### src/sv/lpm_pkg.sv
// lpm_pkg: shared types and constants of the luma PSNR meter.
// Depends on nothing; used by every module of the block but lpm_queue.
package lpm_pkg;

    // Defaults for the top-level parameters
    localparam int unsigned MAX_WIDTH_DEF  = 4096;
    localparam int unsigned MAX_HEIGHT_DEF = 4096;
    localparam int unsigned LOG_BITS_DEF   = 8;

    // Fixed arithmetic constants
    localparam logic [15:0] PEAK_SQ         = 16'd65025;
    localparam logic [17:0] TEN_LOG10_2_Q16 = 18'd197283;
    localparam logic [14:0] PSNR_MAX        = 15'd32767;

    // Configuration register indexes
    localparam logic [1:0] REG_FRAME_WIDTH  = 2'd0;
    localparam logic [1:0] REG_FRAME_HEIGHT = 2'd1;
    localparam logic [1:0] REG_FRAME_COUNT  = 2'd2;

    typedef struct packed {
        logic [7:0] ref_sample;
        logic [7:0] test_sample;
    } t_sample_pair;

    typedef struct packed {
        logic [14:0] frame_psnr;
        logic        frame_identical;
        logic [14:0] sequence_psnr;
        logic        sequence_done;
    } t_psnr_result;

    typedef struct packed {
        logic [12:0] frame_width;
        logic [12:0] frame_height;
        logic [15:0] frame_count;
    } t_cfg;

    typedef enum logic [2:0] {
        BK_IDLE,
        BK_NORM,
        BK_SQR,
        BK_SCALE,
        BK_ROUND,
        BK_ACC,
        BK_DIV,
        BK_WRITE
    } t_back_state;

endpackage

### src/sv/luma_psnr_meter.sv
// luma_psnr_meter: top level of the frame and sequence luma PSNR meter.
// Depends on lpm_pkg, lpm_queue, lpm_front and lpm_back.
//
// Input channel: a beat is one pair of co-located 8-bit luma samples,
// taken when i_push is high and o_full is low; up to one beat per cycle.
// Result channel: one result per closed frame with the frame PSNR in Q7.8
// dB, an identical-frame flag and, on the last frame of a sequence, the
// rounded mean PSNR and a done flag. A result is shown while o_empty is low
// and leaves when i_pop is high.
// Configuration: i_cfg_we writes register i_cfg_idx (0 width, 1 height,
// 2 frame count) at once; write only while the block is idle.
// Computation: after a frame's last beat, the back part runs two normalize
// walks (first on the pixel count times 255^2, then on the SSE) with
// LOG_TABLE_BITS squarings each, then scaling, rounding, the sum, a
// restoring division with 32 quotient bits for the mean and the result
// write. A frame that is not the last of its sequence skips the division;
// an identical frame skips the log2 walks. Sample beats keep flowing during
// that time: a two-entry frame-job queue holds closed frames, and o_full
// rises only when it is full, i.e. frames shorter than the computation time.
// Reset (synchronous, active low) clears all sums, counters and queues and
// loads 1920 x 1080, one frame per sequence. When the receiver stalls, two
// results are held; then the job queue fills and o_full rises.
module luma_psnr_meter #(
    parameter int unsigned MAX_WIDTH      = lpm_pkg::MAX_WIDTH_DEF,
    parameter int unsigned MAX_HEIGHT     = lpm_pkg::MAX_HEIGHT_DEF,
    parameter int unsigned LOG_TABLE_BITS = lpm_pkg::LOG_BITS_DEF
) (
    input  logic                  i_clk,
    input  logic                  i_rst_n,
    input  logic                  i_push,
    output logic                  o_full,
    input  lpm_pkg::t_sample_pair i_pair,
    output logic                  o_empty,
    input  logic                  i_pop,
    output lpm_pkg::t_psnr_result o_result,
    input  logic                  i_cfg_we,
    input  logic [1:0]            i_cfg_idx,
    input  logic [15:0]           i_cfg_data
);
    localparam int unsigned CNT_W = $clog2(MAX_WIDTH * MAX_HEIGHT + 1);
    localparam int unsigned XW    = CNT_W + 16;
    localparam int unsigned JW    = CNT_W + XW;
    localparam int unsigned RW    = $bits(lpm_pkg::t_psnr_result);

    lpm_pkg::t_cfg         r_cfg;
    logic                  w_job_push, w_job_pop, w_job_full, w_job_empty;
    logic [CNT_W-1:0]      w_fr_pixels;
    logic [XW-1:0]         w_fr_sse;
    logic [JW-1:0]         w_job_q;
    logic                  w_res_push, w_res_full;
    lpm_pkg::t_psnr_result w_res;
    logic [RW-1:0]         w_res_q;

    // configuration registers
    always_ff @(posedge i_clk) begin
        if (!i_rst_n) begin
            r_cfg.frame_width  <= 13'd1920;
            r_cfg.frame_height <= 13'd1080;
            r_cfg.frame_count  <= 16'd1;
        end else if (i_cfg_we) begin
            case (i_cfg_idx)
                lpm_pkg::REG_FRAME_WIDTH:  r_cfg.frame_width  <= i_cfg_data[12:0];
                lpm_pkg::REG_FRAME_HEIGHT: r_cfg.frame_height <= i_cfg_data[12:0];
                lpm_pkg::REG_FRAME_COUNT:  r_cfg.frame_count  <= i_cfg_data;
                default: begin
                end
            endcase
        end
    end

    lpm_front #(
        .MAX_WIDTH(MAX_WIDTH), .MAX_HEIGHT(MAX_HEIGHT), .CNT_W(CNT_W), .XW(XW)
    ) u_front (
        .i_clk(i_clk), .i_rst_n(i_rst_n), .i_push(i_push), .i_pair(i_pair),
        .i_cfg(r_cfg), .i_job_full(w_job_full), .o_full(o_full),
        .o_job_push(w_job_push), .o_job_pixels(w_fr_pixels), .o_job_sse(w_fr_sse)
    );

    // frame jobs between front and back
    lpm_queue #(.WIDTH(JW), .DEPTH(2)) u_job_q (
        .i_clk(i_clk), .i_rst_n(i_rst_n), .i_push(w_job_push),
        .i_data({w_fr_pixels, w_fr_sse}), .i_pop(w_job_pop), .o_data(w_job_q),
        .o_full(w_job_full), .o_empty(w_job_empty)
    );

    lpm_back #(.CNT_W(CNT_W), .XW(XW), .LOG_TABLE_BITS(LOG_TABLE_BITS)) u_back (
        .i_clk(i_clk), .i_rst_n(i_rst_n), .i_cfg(r_cfg),
        .i_job_empty(w_job_empty), .i_job_pixels(w_job_q[JW-1 -: CNT_W]),
        .i_job_sse(w_job_q[XW-1:0]), .o_job_pop(w_job_pop),
        .i_res_full(w_res_full), .o_res_push(w_res_push), .o_res(w_res)
    );

    // result queue toward the receiver
    lpm_queue #(.WIDTH(RW), .DEPTH(2)) u_res_q (
        .i_clk(i_clk), .i_rst_n(i_rst_n), .i_push(w_res_push), .i_data(w_res),
        .i_pop(i_pop), .o_data(w_res_q), .o_full(w_res_full), .o_empty(o_empty)
    );

    assign o_result = w_res_q;
endmodule

### src/sv/lpm_queue.sv
// lpm_queue: small first-in first-out buffer of fixed-width words.
// Depends on nothing; used between front and back and on the result side.
module lpm_queue #(
    parameter int unsigned WIDTH = 8,
    parameter int unsigned DEPTH = 2
) (
    input  logic             i_clk,
    input  logic             i_rst_n,
    input  logic             i_push,
    input  logic [WIDTH-1:0] i_data,
    input  logic             i_pop,
    output logic [WIDTH-1:0] o_data,
    output logic             o_full,
    output logic             o_empty
);
    localparam int unsigned AW = (DEPTH > 1) ? $clog2(DEPTH) : 1;
    localparam int unsigned CW = $clog2(DEPTH + 1);

    logic [WIDTH-1:0] r_mem [DEPTH];
    logic [AW-1:0]    r_wr_ptr, r_rd_ptr;
    logic [CW-1:0]    r_count;
    logic             w_push, w_pop;

    assign o_full  = (r_count == CW'(DEPTH));
    assign o_empty = (r_count == '0);
    assign w_push  = i_push && !o_full;
    assign w_pop   = i_pop && !o_empty;
    assign o_data  = r_mem[r_rd_ptr];

    // storage
    always_ff @(posedge i_clk) begin
        if (w_push) begin
            r_mem[r_wr_ptr] <= i_data;
        end
    end

    // pointers and fill count
    always_ff @(posedge i_clk) begin
        if (!i_rst_n) begin
            r_wr_ptr <= '0;
            r_rd_ptr <= '0;
            r_count  <= '0;
        end else begin
            if (w_push) begin
                r_wr_ptr <= (r_wr_ptr == AW'(DEPTH - 1)) ? '0 : r_wr_ptr + 1'b1;
            end
            if (w_pop) begin
                r_rd_ptr <= (r_rd_ptr == AW'(DEPTH - 1)) ? '0 : r_rd_ptr + 1'b1;
            end
            if (w_push && !w_pop) begin
                r_count <= r_count + 1'b1;
            end else if (w_pop && !w_push) begin
                r_count <= r_count - 1'b1;
            end
        end
    end
endmodule

### src/sv/lpm_front.sv
// lpm_front: takes sample beats, accumulates SSE and counts pixels of a frame.
// Depends on lpm_pkg; hands one frame job per closed frame to the back part.
module lpm_front #(
    parameter int unsigned MAX_WIDTH  = lpm_pkg::MAX_WIDTH_DEF,
    parameter int unsigned MAX_HEIGHT = lpm_pkg::MAX_HEIGHT_DEF,
    parameter int unsigned CNT_W      = $clog2(MAX_WIDTH * MAX_HEIGHT + 1),
    parameter int unsigned XW         = CNT_W + 16
) (
    input  logic                 i_clk,
    input  logic                 i_rst_n,
    input  logic                 i_push,
    input  lpm_pkg::t_sample_pair i_pair,
    input  lpm_pkg::t_cfg        i_cfg,
    input  logic                 i_job_full,
    output logic                 o_full,
    output logic                 o_job_push,
    output logic [CNT_W-1:0]     o_job_pixels,
    output logic [XW-1:0]        o_job_sse
);
    localparam int unsigned WW = $clog2(MAX_WIDTH + 1);
    localparam int unsigned HW = $clog2(MAX_HEIGHT + 1);

    logic [XW-1:0]    r_sse, n_sse;
    logic [CNT_W-1:0] r_cnt, n_cnt;
    logic [WW-1:0]    w_w;
    logic [HW-1:0]    w_h;
    logic [CNT_W-1:0] w_size;
    logic [7:0]       w_d;
    logic             w_take, w_close;

    assign o_full = i_job_full;
    assign w_take = i_push && !i_job_full;

    // clamp the frame size registers
    always_comb begin
        if (i_cfg.frame_width == '0) begin
            w_w = WW'(1);
        end else if (32'(i_cfg.frame_width) > MAX_WIDTH) begin
            w_w = WW'(MAX_WIDTH);
        end else begin
            w_w = WW'(i_cfg.frame_width);
        end
        if (i_cfg.frame_height == '0) begin
            w_h = HW'(1);
        end else if (32'(i_cfg.frame_height) > MAX_HEIGHT) begin
            w_h = HW'(MAX_HEIGHT);
        end else begin
            w_h = HW'(i_cfg.frame_height);
        end
        w_size = CNT_W'(CNT_W'(w_w) * CNT_W'(w_h));
    end

    // squared difference and frame close
    always_comb begin
        w_d     = (i_pair.ref_sample > i_pair.test_sample) ?
                  i_pair.ref_sample - i_pair.test_sample :
                  i_pair.test_sample - i_pair.ref_sample;
        n_sse   = r_sse + XW'(16'(w_d) * 16'(w_d));
        n_cnt   = r_cnt + 1'b1;
        w_close = (n_cnt >= w_size);
    end

    assign o_job_push   = w_take && w_close;
    assign o_job_pixels = n_cnt;
    assign o_job_sse    = n_sse;

    always_ff @(posedge i_clk) begin
        if (!i_rst_n) begin
            r_sse <= '0;
            r_cnt <= '0;
        end else if (w_take) begin
            r_sse <= w_close ? '0 : n_sse;
            r_cnt <= w_close ? '0 : n_cnt;
        end
    end
endmodule

### src/sv/lpm_back.sv
// lpm_back: per-frame PSNR from a frame job: shared log2 unit, scaling,
// sequence sum and mean by restoring division. Depends on lpm_pkg.
module lpm_back #(
    parameter int unsigned CNT_W          = 25,
    parameter int unsigned XW             = CNT_W + 16,
    parameter int unsigned LOG_TABLE_BITS = lpm_pkg::LOG_BITS_DEF
) (
    input  logic                  i_clk,
    input  logic                  i_rst_n,
    input  lpm_pkg::t_cfg         i_cfg,
    input  logic                  i_job_empty,
    input  logic [CNT_W-1:0]      i_job_pixels,
    input  logic [XW-1:0]         i_job_sse,
    output logic                  o_job_pop,
    input  logic                  i_res_full,
    output logic                  o_res_push,
    output lpm_pkg::t_psnr_result o_res
);
    localparam int unsigned LTB = LOG_TABLE_BITS;
    localparam int unsigned EW  = $clog2(XW);
    localparam int unsigned LW  = EW + LTB;
    localparam int unsigned VW  = LW + 18;
    localparam int unsigned KW  = $clog2(LTB);

    lpm_pkg::t_back_state r_state, n_state;
    logic [XW-1:0]  r_x, n_x, r_sse, n_sse;
    logic [EW-1:0]  r_e, n_e;
    logic [30:0]    r_m, n_m;
    logic [LTB-1:0] r_frac, n_frac;
    logic [KW-1:0]  r_k, n_k;
    logic           r_pass, n_pass;
    logic [LW-1:0]  r_ln, n_ln;
    logic [VW-1:0]  r_v, n_v;
    logic [14:0]    r_db, n_db;
    logic           r_same, n_same;
    logic [30:0]    r_sum, n_sum;
    logic [15:0]    r_frames, n_frames;
    logic [31:0]    r_q, n_q;
    logic [15:0]    r_rem, n_rem;
    logic [15:0]    r_div, n_div;
    logic [4:0]     r_dk, n_dk;
    logic           r_seq_done, n_seq_done;
    logic [14:0]    r_seq_psnr, n_seq_psnr;

    logic [61:0]    w_sq;
    logic [31:0]    w_t;
    logic [LW-1:0]  w_ld;
    logic [VW:0]    w_round;
    logic [VW:0]    w_sh;
    logic [16:0]    w_rem2;
    logic [15:0]    w_fc;
    logic [30:0]    w_sum;
    logic [15:0]    w_frames;

    assign w_sq    = 62'(r_m) * 62'(r_m);
    assign w_t     = w_sq[61:30];
    assign w_ld    = {r_e, r_frac};
    assign w_round = (VW + 1)'(r_v) + ((VW + 1)'(1) << (LTB + 7));
    assign w_sh    = w_round >> (LTB + 8);
    assign w_rem2  = {r_rem, r_q[31]};
    assign w_fc    = (i_cfg.frame_count == '0) ? 16'd1 : i_cfg.frame_count;
    assign w_sum   = r_sum + 31'(r_db);
    assign w_frames = r_frames + 1'b1;

    assign o_res.frame_psnr      = r_db;
    assign o_res.frame_identical = r_same;
    assign o_res.sequence_psnr   = r_seq_psnr;
    assign o_res.sequence_done   = r_seq_done;

    // sequencer: next state and datapath updates
    always_comb begin
        n_state = r_state;   n_x = r_x;         n_sse = r_sse;
        n_e = r_e;           n_m = r_m;         n_frac = r_frac;
        n_k = r_k;           n_pass = r_pass;   n_ln = r_ln;
        n_v = r_v;           n_db = r_db;       n_same = r_same;
        n_sum = r_sum;       n_frames = r_frames;
        n_q = r_q;           n_rem = r_rem;     n_div = r_div;
        n_dk = r_dk;         n_seq_done = r_seq_done;
        n_seq_psnr = r_seq_psnr;
        o_job_pop  = 1'b0;
        o_res_push = 1'b0;
        case (r_state)
            lpm_pkg::BK_IDLE: begin
                if (!i_job_empty && !i_res_full) begin
                    o_job_pop = 1'b1;
                    n_sse  = i_job_sse;
                    n_x    = XW'(i_job_pixels) * XW'(lpm_pkg::PEAK_SQ);
                    n_e    = EW'(XW - 1);
                    n_pass = 1'b0;
                    if (i_job_sse == '0) begin
                        n_db    = lpm_pkg::PSNR_MAX;
                        n_same  = 1'b1;
                        n_state = lpm_pkg::BK_ACC;
                    end else begin
                        n_same  = 1'b0;
                        n_state = lpm_pkg::BK_NORM;
                    end
                end
            end
            // normalize: one bit position a beat
            lpm_pkg::BK_NORM: begin
                if (r_x[XW-1]) begin
                    n_m     = r_x[XW-1 -: 31];
                    n_k     = '0;
                    n_frac  = '0;
                    n_state = lpm_pkg::BK_SQR;
                end else begin
                    n_x = r_x << 1;
                    n_e = r_e - 1'b1;
                end
            end
            // one fraction bit per squaring
            lpm_pkg::BK_SQR: begin
                n_m    = w_t[31] ? w_t[31:1] : w_t[30:0];
                n_frac = {r_frac[LTB-2:0], w_t[31]};
                n_k    = r_k + 1'b1;
                if (r_k == KW'(LTB - 1)) begin
                    if (!r_pass) begin
                        n_ln    = {r_e, r_frac[LTB-2:0], w_t[31]};
                        n_x     = r_sse;
                        n_e     = EW'(XW - 1);
                        n_pass  = 1'b1;
                        n_state = lpm_pkg::BK_NORM;
                    end else begin
                        n_state = lpm_pkg::BK_SCALE;
                    end
                end
            end
            lpm_pkg::BK_SCALE: begin
                if (r_ln <= w_ld) begin
                    n_db    = '0;
                    n_state = lpm_pkg::BK_ACC;
                end else begin
                    n_v     = VW'(r_ln - w_ld) * VW'(lpm_pkg::TEN_LOG10_2_Q16);
                    n_state = lpm_pkg::BK_ROUND;
                end
            end
            lpm_pkg::BK_ROUND: begin
                n_db    = (w_sh > (VW + 1)'(lpm_pkg::PSNR_MAX)) ?
                          lpm_pkg::PSNR_MAX : w_sh[14:0];
                n_state = lpm_pkg::BK_ACC;
            end
            // sequence sum; start the mean when the sequence closes
            lpm_pkg::BK_ACC: begin
                if (w_frames >= w_fc) begin
                    n_q        = 32'(w_sum) + 32'(w_frames >> 1);
                    n_rem      = '0;
                    n_div      = w_frames;
                    n_dk       = '0;
                    n_sum      = '0;
                    n_frames   = '0;
                    n_seq_done = 1'b1;
                    n_state    = lpm_pkg::BK_DIV;
                end else begin
                    n_sum      = w_sum;
                    n_frames   = w_frames;
                    n_seq_done = 1'b0;
                    n_seq_psnr = '0;
                    n_state    = lpm_pkg::BK_WRITE;
                end
            end
            // restoring division, one quotient bit a beat
            lpm_pkg::BK_DIV: begin
                if (w_rem2 >= 17'(r_div)) begin
                    n_rem = 16'(w_rem2 - 17'(r_div));
                    n_q   = {r_q[30:0], 1'b1};
                end else begin
                    n_rem = w_rem2[15:0];
                    n_q   = {r_q[30:0], 1'b0};
                end
                n_dk = r_dk + 1'b1;
                if (r_dk == 5'd31) begin
                    n_seq_psnr = (n_q > 32'(lpm_pkg::PSNR_MAX)) ?
                                 lpm_pkg::PSNR_MAX : n_q[14:0];
                    n_state    = lpm_pkg::BK_WRITE;
                end
            end
            lpm_pkg::BK_WRITE: begin
                o_res_push = 1'b1;
                n_state    = lpm_pkg::BK_IDLE;
            end
            default: begin
                n_state = lpm_pkg::BK_IDLE;
            end
        endcase
    end

    always_ff @(posedge i_clk) begin
        if (!i_rst_n) begin
            r_state  <= lpm_pkg::BK_IDLE;
            r_sum    <= '0;
            r_frames <= '0;
        end else begin
            r_state  <= n_state;
            r_sum    <= n_sum;
            r_frames <= n_frames;
        end
    end

    always_ff @(posedge i_clk) begin
        r_x <= n_x;         r_sse <= n_sse;     r_e <= n_e;
        r_m <= n_m;         r_frac <= n_frac;   r_k <= n_k;
        r_pass <= n_pass;   r_ln <= n_ln;       r_v <= n_v;
        r_db <= n_db;       r_same <= n_same;   r_q <= n_q;
        r_rem <= n_rem;     r_div <= n_div;     r_dk <= n_dk;
        r_seq_done <= n_seq_done;
        r_seq_psnr <= n_seq_psnr;
    end

    // mantissa stays in [1, 2) while squaring
    a_mant_norm: assert property (@(posedge i_clk) disable iff (!i_rst_n)
        (r_state == lpm_pkg::BK_SQR) |-> r_m[30])
        else $error("log mantissa lost normalization");

    // a result is only written into a queue with room
    a_res_room: assert property (@(posedge i_clk) disable iff (!i_rst_n)
        o_res_push |-> !i_res_full)
        else $error("result written into full queue");

    // a taken job always leaves idle
    a_job_start: assert property (@(posedge i_clk) disable iff (!i_rst_n)
        o_job_pop |=> (r_state != lpm_pkg::BK_IDLE))
        else $error("job popped but sequencer stayed idle");

    // a job is only taken from idle
    a_pop_idle: assert property (@(posedge i_clk) disable iff (!i_rst_n)
        o_job_pop |-> (r_state == lpm_pkg::BK_IDLE) && !i_job_empty)
        else $error("job popped outside idle");
endmodule
### config.mk
export PLATFORM = sky130hd
export DESIGN_NAME = luma_psnr_meter
export DESIGN_NICKNAME = d
export VERILOG_FILES = /design/src/sv/lpm_pkg.sv /design/src/sv/luma_psnr_meter.sv /design/src/sv/lpm_queue.sv /design/src/sv/lpm_front.sv /design/src/sv/lpm_back.sv
export SDC_FILE = /design/constraint.sdc
export NUM_CORES = 2
export LEC_CHECK = 0
export BUFFER_PORTS_ARGS = -buffer_cell sky130_fd_sc_hd__buf_2
export CAP_MARGIN = 20
export CORE_ASPECT_RATIO = 1.5
export CORE_MARGIN = 2
export CORE_UTILIZATION = 35
export CTS_CLUSTER_SIZE = 25
export DETAILED_ROUTE_END_ITERATION = 10
export PLACE_DENSITY_LB_ADDON = 0.2
export SLEW_MARGIN = 0
export SYNTH_ARGS = -nofsm -noshare
export SYNTH_HDL_FRONTEND = slang
export SYNTH_HIERARCHICAL = 1
export SYNTH_SLANG_ARGS = --single-unit
### constraint.sdc
create_clock -name i_clk -period 13.8 [get_ports i_clk]
set_clock_uncertainty 0.05 [all_clocks]
set_input_delay 0.69 -clock i_clk [delete_from_list [all_inputs] [get_ports i_clk]]
set_output_delay 0.69 -clock i_clk [all_outputs]
set_load 0.005 [all_outputs]
# Yosys cells after proc, flatten, opt, wreduce, memory -nomap -nowiden
# Memories as Yosys holds them, arrays and structs flattened. A register that Yosys moved wholly into a read port is not among the register bits.
# Cells that the tools add are included.
op_classes:
  eq_ne: 23
  muxes: 78
  reduce_logical: 49
  magnitude_cmp: 9
  bitwise: 2
  add_sub_neg: 21
  n_mul: 5
ops:
  columns: ["op", "count"]
  rows:
  - ["two-way mux 41 bit", 5]
  - ["case mux 41 bit (3 select lines)", 1]
  - ["two-way mux 15 bit", 7]
  - ["two-way mux 31 bit", 3]
  - ["two-way mux 16 bit", 4]
  - ["two-way mux 32 bit", 2]
  - ["case mux 32 bit (2 select lines)", 1]
  - ["multiplier 31 x 31 -> 62 bit", 1]
  - ["case mux 31 bit (2 select lines)", 1]
  - ["two-way mux 13 bit", 4]
  - ["case mux 15 bit (3 select lines)", 1]
  - ["adder 41 x 16 -> 41 bit", 1]
  - ["zero test 41 bit", 1]
  - ["multiplier 25 x 16 -> 41 bit, second input constant", 1]
  - ["adder 32 x 16 -> 33 bit, second input constant", 1]
  - ["adder 31 x 15 -> 32 bit", 1]
  - ["greater-than comparator 32 x 15 -> 1 bit, second input constant", 1]
  - ["multiplier 32 x 18 -> 32 bit, second input constant", 1]
  - ["case mux 16 bit (2 select lines)", 1]
  - ["adder 31 x 15 -> 31 bit", 1]
  - ["case mux 15 bit (2 select lines)", 1]
  - ["greater-than comparator 13 bit, second input constant", 2]
  - ["zero test 13 bit", 2]
  - ["adder 25 x 1 -> 25 bit, second input constant", 1]
  - ["51 further kinds", 142]
word_totals:
  mem_bits_rw: 196
  out_inout_bits: 34
  inputBits: 39
  ff_bits: 444
  wordCells: 221
  memories: 2
mem_list:
  columns: ["name", "depth", "width", "rd", "rd_ports_with_merged_regs", "write_ports", "line_no", "source"]
  rows:
  - ["u_job_q.r_mem", 2, 66, 1, 1, 1, "lpm_queue.sv:19", "logic [WIDTH-1:0] r_mem [DEPTH];"]
  - ["u_res_q.r_mem", 2, 32, 1, 1, 1, "lpm_queue.sv:19", null]

# Depth between registers and ports, before layout
depth:
  word_depth: 11
  mapped_depth: 39

# Hierarchy
# The synthesis kept the hierarchy.
by_module_without_submodules:
  columns: ["mod", "n_inst", "area_per_inst_um2", "cells_each"]
  rows:
  - ["lpm_back", 1, 52399.0, 5374]
  - ["lpm_front", 1, 12762.2, 1576]
  - ["lpm_queue at u_job_q", 1, 5003.5, 230]
  - ["lpm_queue at u_res_q", 1, 2536.2, 125]
  - ["luma_psnr_meter", 1, 1672.9, 171]

# Worst setup path after synthesis
# No wires, ideal clock.
synth_timing:
  kind: "reg-to-reg"
  startpoint: "register r_cfg[41] (netlist bit)"
  endpoint: "memory u_job_q/r_mem[0][0] (netlist bit) (enable)"
  path_buffers: 4
  path_slack_ns: 3.386
  synth_period_minus_slack_ns: 10.414
  stages_incl_launch_ff: 34
  setup_time_ns: 0.479
  arrival_time_ns: 9.885
  t_required_ns: 13.271
  cell_sequence: "dfxtp_1 -> inv_1 -> clkbuf_1 -> clkbuf_1 -> nand2_1 -> nor2_1 -> fa_1 -> inv_1 -> fa_1 -> inv_1 -> fa_1 -> fa_1 -> inv_1 -> fa_1 -> inv_1 -> ha_1 -> a21o_1 -> a21o_1 -> a22oi_1 -> a31oi_1 -> a211oi_1 -> o31ai_1 -> xnor2_1 -> ha_1 -> nand4_1 -> nor4_1 -> nand3_1 -> o31ai_2 -> a211oi_1 -> clkbuf_1 -> buf_2 -> nor2_1 -> inv_1 -> nor3_2"
synth_between:
  elab_chain_cells: 9
  elab_cells_between_ends: 10
  cone_classes: "mul: 1; order compare: 2; mux: 4; reduce/logical: 3"
synth_lines:
  columns: ["element", "line_no", "source"]
  rows:
  - ["start, declared", "luma_psnr_meter.sv:45", "lpm_pkg::t_cfg r_cfg;"]
  - ["greater-than comparator 13 bit", "lpm_front.sv:38", "end else if (32'(i_cfg.frame_width) > MAX_WIDTH) begin"]
  - ["two-way mux 13 bit", "lpm_front.sv:38", null]
  - ["two-way mux 13 bit (*)", "lpm_front.sv:36", "if (i_cfg.frame_width == '0) begin"]
  - ["multiplier 13 x 13 -> 25 bit (*)", "lpm_front.sv:50", "w_size = CNT_W'(CNT_W'(w_w) * CNT_W'(w_h));"]
  - [">= comparator 25 bit (*)", "lpm_front.sv:60", "w_close = (n_cnt >= w_size);"]
  - ["logical AND 1 bit (*)", "lpm_front.sv:63", "assign o_job_push = w_take && w_close;"]
  - ["named net w_job_push", "luma_psnr_meter.sv:46", "logic w_job_push, w_job_pop, w_job_full, w_job_empty;"]
  - ["logical AND 1 bit (*)", "lpm_queue.sv:26", "assign w_push = i_push && !o_full;"]
  - ["two-way mux 1 bit (*)", "lpm_queue.sv:32", "if (w_push) begin"]
  - ["two-way mux 1 bit (implied by the code) (*)", "lpm_queue.sv:33", "r_mem[r_wr_ptr] <= i_data;"]
  - ["end, declared", "lpm_queue.sv:19", null]
# The timed path passes the listed nets; every way through them passes the cells marked *.

# Worst setup path after layout
layout_timing:
  startpoint: "register u_back.r_m[6]"
  endpoint: "register u_back.r_m[12] (data pin)"
layout_between:
  elab_chain_cells: 3
layout_lines:
  columns: ["element", "line_no", "source"]
  rows:
  - ["start, declared", "lpm_back.sv:28", "logic [30:0] r_m, n_m;"]
  - ["start signal, assigned", "lpm_back.sv:202", "r_m <= n_m; r_frac <= n_frac; r_k <= n_k;"]
  - ["multiplier 31 x 31 -> 62 bit", "lpm_back.sv:55", "assign w_sq = 62'(r_m) * 62'(r_m);"]
  - ["two-way mux 31 bit", "lpm_back.sv:114", "n_m = w_t[31] ? w_t[31:1] : w_t[30:0];"]
  - ["case mux 31 bit (2 select lines)", "lpm_back.sv:82", "case (r_state)"]
  - ["named net u_back.n_m[12]", "lpm_back.sv:28", null]
# The timed path passes the listed nets, and every way through them passes these cells.
# A chain may end at the register's enable or synchronous reset.

==> Flow_metrics.wiki <==
{| class="wikitable"
! Metric !! Value
|-
| Run status || completed
|-
| Clock buffer count from CTS || between 60 and 70
|-
| Leakage power of the design || 37.8 nW
|-
| Most common library cell in the layout ignoring fill and taps || sky130_fd_sc_hd__inv_1
|-
| VDD IR-drop max || roughly 0.18 mV
|-
| Crit path capture type || register
|-
| Post-layout total power || 6.20 mW
|-
| Vias in the first global route || ~57k
|-
| Post-place setup slack || 3.35 ns
|-
| Worst rel slew slack || 0.263
|-
| Total Die Area || 0.216 mm^2
|-
| Setup repair after global routing missed its margin || false
|-
| Number of vias per cell || 4.97
|-
| Cell count after synthesis || 7476
|-
| Synth Register Bits || 627
|-
| Post-synthesis cell type count || between 100 and 150
|-
| Most frequent cells in the layout || sky130_fd_sc_hd__inv_1, sky130_fd_sc_hd__fa_1, sky130_fd_sc_hd__ha_1
|-
| Share of the cycle needed by the critical path after routing || 0.761
|-
| Overflow left after global routing || 0
|-
| Highest clock rate || 95.2 MHz
|-
| Boundary Pins || 73
|-
| Portion of the post-synthesis area used by sequential elements || 0.231
|-
| Proportion of register bits with asynchronous set or reset after synthesis || 0
|-
| Pin count of the biggest net entering global routing || 68
|-
| Average wire length per cell after detail routing || 19.2 um
|-
| Final setup violating endpoints || 0
|-
| Hold Path End || r_cfg[15]
|-
| Root Buffer Master || sky130_fd_sc_hd__clkbuf_16
|-
| Number of enable flip-flop cells after synthesis || ~460
|-
| Final worst-path setup slack || 3.30 ns
|-
| Synthesized area per cell || 9.95 um^2
|-
| Area growth from synthesis to layout || 7.92%
|-
| Synthesized net count || 9350
|-
| Layout cells sized above 1 || 0.0551
|-
| Number of buffer cells added on primary ports || 72
|-
| Hold Path Origin || i_cfg_data[15]
|-
| Insertion delay of the later-clocked pin in the worst-skew pair || 0.68 ns
|-
| Maximum level of the CTS H-tree || 3
|-
| Start-to-end type of the worst setup path || reg -> reg
|-
| Length in cells of the worst reg-to-reg path || 29
|-
| GPL Wtd Cong || 0.897
|-
| Final worst path period need || 10.50 ns
|-
| Worst R2R Start || u_back/r_m[6]
|-
| Critical Path Source Type || register
|-
| Number of antenna violations at the first check in global routing || 6
|-
| Final Max Slew Viols || 0
|-
| Yosys warnings || 6
|-
| Reg-to-reg slack, setup || around 3.3 ns
|-
| Wire length of the first global-routing pass || 316 mm
|-
| Hold buffer count at cts || 0
|-
| Drt initial violations || 2527
|-
| Placed cell areas || 0.0779 mm^2
|-
| Endpoint of the worst register-to-register path || u_back/r_m[12]
|-
| Hold violation total from the final report || 0
|-
| Required time reported for the critical path endpoint || 14.15 ns
|-
| Actual transition at the worst max-transition pin || 1.11 ns
|-
| CTS Sinks || between 600 and 700
|-
| Initial cell density of the core || 0.351
|-
| FILL cells || around 21k
|-
| Max incr delay on CP || about 0.77 ns
|-
| Total number of vias || 51.3k
|-
| Die X-Extent || 380 um
|-
| Aggregate global-route resource usage || 0.186
|-
| Clock-pin slew of the registers on the worst-case setup and hold paths || 0.07 ns
|-
| Clock tree from TritonCTS || done
|-
| Layout Nets || 9307
|-
| Final core utilization || 0.379
|-
| Post-Layout Inst Area || 0.0803 mm^2
|-
| HPWL after DPL || 158 mm
|-
| Drt first pass iters || 6
|-
| Vertical die dimension || 569 um
|-
| Worst path most repeated cell || sky130_fd_sc_hd__fa_1
|-
| Max-Cap Viols || 0
|-
| Total routed wirelength || ~200 mm
|-
| Main flop type after synthesis || sky130_fd_sc_hd__edfxtp_1
|-
| Power per Cell Area || 77.3 mW/mm^2
|-
| Path type of the worst min-delay path || in -> reg
|-
| Area of the core || 0.212 mm^2
|-
| Cell with the largest stage delay on the worst path || sky130_fd_sc_hd__o31ai_1
|-
| Remaining routing DRC violations || 0
|-
| Post-detailed-route count of antenna-violating nets || 0
|-
| Number of buffers on the longest clock path || 3
|-
| Arr. time, crit path || 10.85 ns
|-
| Total negative slack || 0 ns
|-
| Min-Delay Path Depth || 3
|-
| Post-synthesis instance area || 0.0744 mm^2
|-
| Post-CTS setup buffer count || 0
|-
| Cts repair resizes || 0
|-
| Standard-cell row count || a little over 200
|-
| CP Max Fanout || 25
|}
==> worst max-delay path, delay by kind of cell, from the launching register on <==
family                     cells  cell delay [ns]
DFF                            1             0.33
AOI/OAI and AO/OA              9             2.97
and+or+nand+nor                3             0.78
adders and majority gates      9             4.41
buffers and inverters          8             1.64
==> power breakdown <==
part,total [mW],internal (mW),switching (mW)
Clock,1.93,1.09,0.840
Sequential,2.20,2.18,0.0169
Combinational,2.08,0.839,1.24
==> cell usage after synthesis, types with 168 or more instances <==
cell type	number	area, um^2
sky130_fd_sc_hd__a21oi_1	225	1130
sky130_fd_sc_hd__and2_1	219	1370
sky130_fd_sc_hd__clkbuf_1	213	800
sky130_fd_sc_hd__dfxtp_1	168	3360
sky130_fd_sc_hd__edfxtp_1	459	13800
sky130_fd_sc_hd__fa_1	1076	21500
sky130_fd_sc_hd__ha_1	759	9500
sky130_fd_sc_hd__inv_1	1535	5760
sky130_fd_sc_hd__nand2_1	650	2440
sky130_fd_sc_hd__nor2_1	384	1440
sky130_fd_sc_hd__o21ai_0	171	856
sky130_fd_sc_hd__xnor2_1	168	1470
==> area by class of cell <==
class,instances,area (um^2),area share
timing repair buffer,150,1000,0.0125
clock buffer,82,1850,0.0230
sequential,627,17100,0.214
inverter,1545,5800,0.0723
clock inverter,46,504,0.00628
antenna,3,7.51,0.0000935
tap,2821,3530,0.0440
multi-input combinational,5040,50400,0.628
==> cell families (layout without fill, tap and decap cells) <==
kind of cell	count (synthesis)	count (layout)	share of synthesized area
other	0	3	0
DFF	627	627	0.231
muxes	153	153	0.0224
adders and majority gates	1835	1835	0.417
and+or+nand+nor	1831	1831	0.118
xor gates and xnor gates	292	292	0.0346
AOI/OAI and AO/OA	929	929	0.0843
buffers and inverters	1809	1823	0.0927
==> layer usage <==
layer  vias up  wire [um]  GRT usage
met2       904     111000      0.366
met4         0       7240     0.0653
met1     26000      75500      0.206
li1      24000          -          -
met3       321       4880     0.0130
met5         -          0          0
==> sequential cells by signal, indices dropped and copies added (netlist names), 16 cells and up, named ones only <==
register / cells
u_back/r_q: 32
u_back/r_rem: 16
u_res_q/r_mem: 64
u_back/r_sse: 41
u_back/r_v: 17
u_back/r_frames: 16
u_back/r_div: 16
u_job_q/r_mem: 132
u_back/r_m: 31
u_back/r_x: 41
r_cfg: 42
u_front/r_sse: 41
u_back/r_sum: 31
u_front/r_cnt: 25
==> metrics by stage <==
stage | hold slack (ns) | instances
floorplan | 0.371 | 7476
global placement | 0.379 | 10200
detailed placement | 0.384 | 10200
CTS | 0.179 | 10300
global route | 0.237 | 10300
finish | 0.233 | 10300
==> how the worst max path moves through the flow <==
stage               slack (ns)           from                  end
global placement          3.40  u_back/r_m[6]        u_back/r_m[4]
global route              2.80  u_back/r_m[6]       u_back/r_m[12]
finish                    3.30  u_back/r_m[6]       u_back/r_m[12]
floorplan                 3.39      r_cfg[41]  u_job_q/r_mem[0][0]
CTS                       3.34  u_back/r_m[6]        u_back/r_m[4]
detailed placement        3.35  u_back/r_m[6]        u_back/r_m[4]
(Power assumes the default switching activity.)
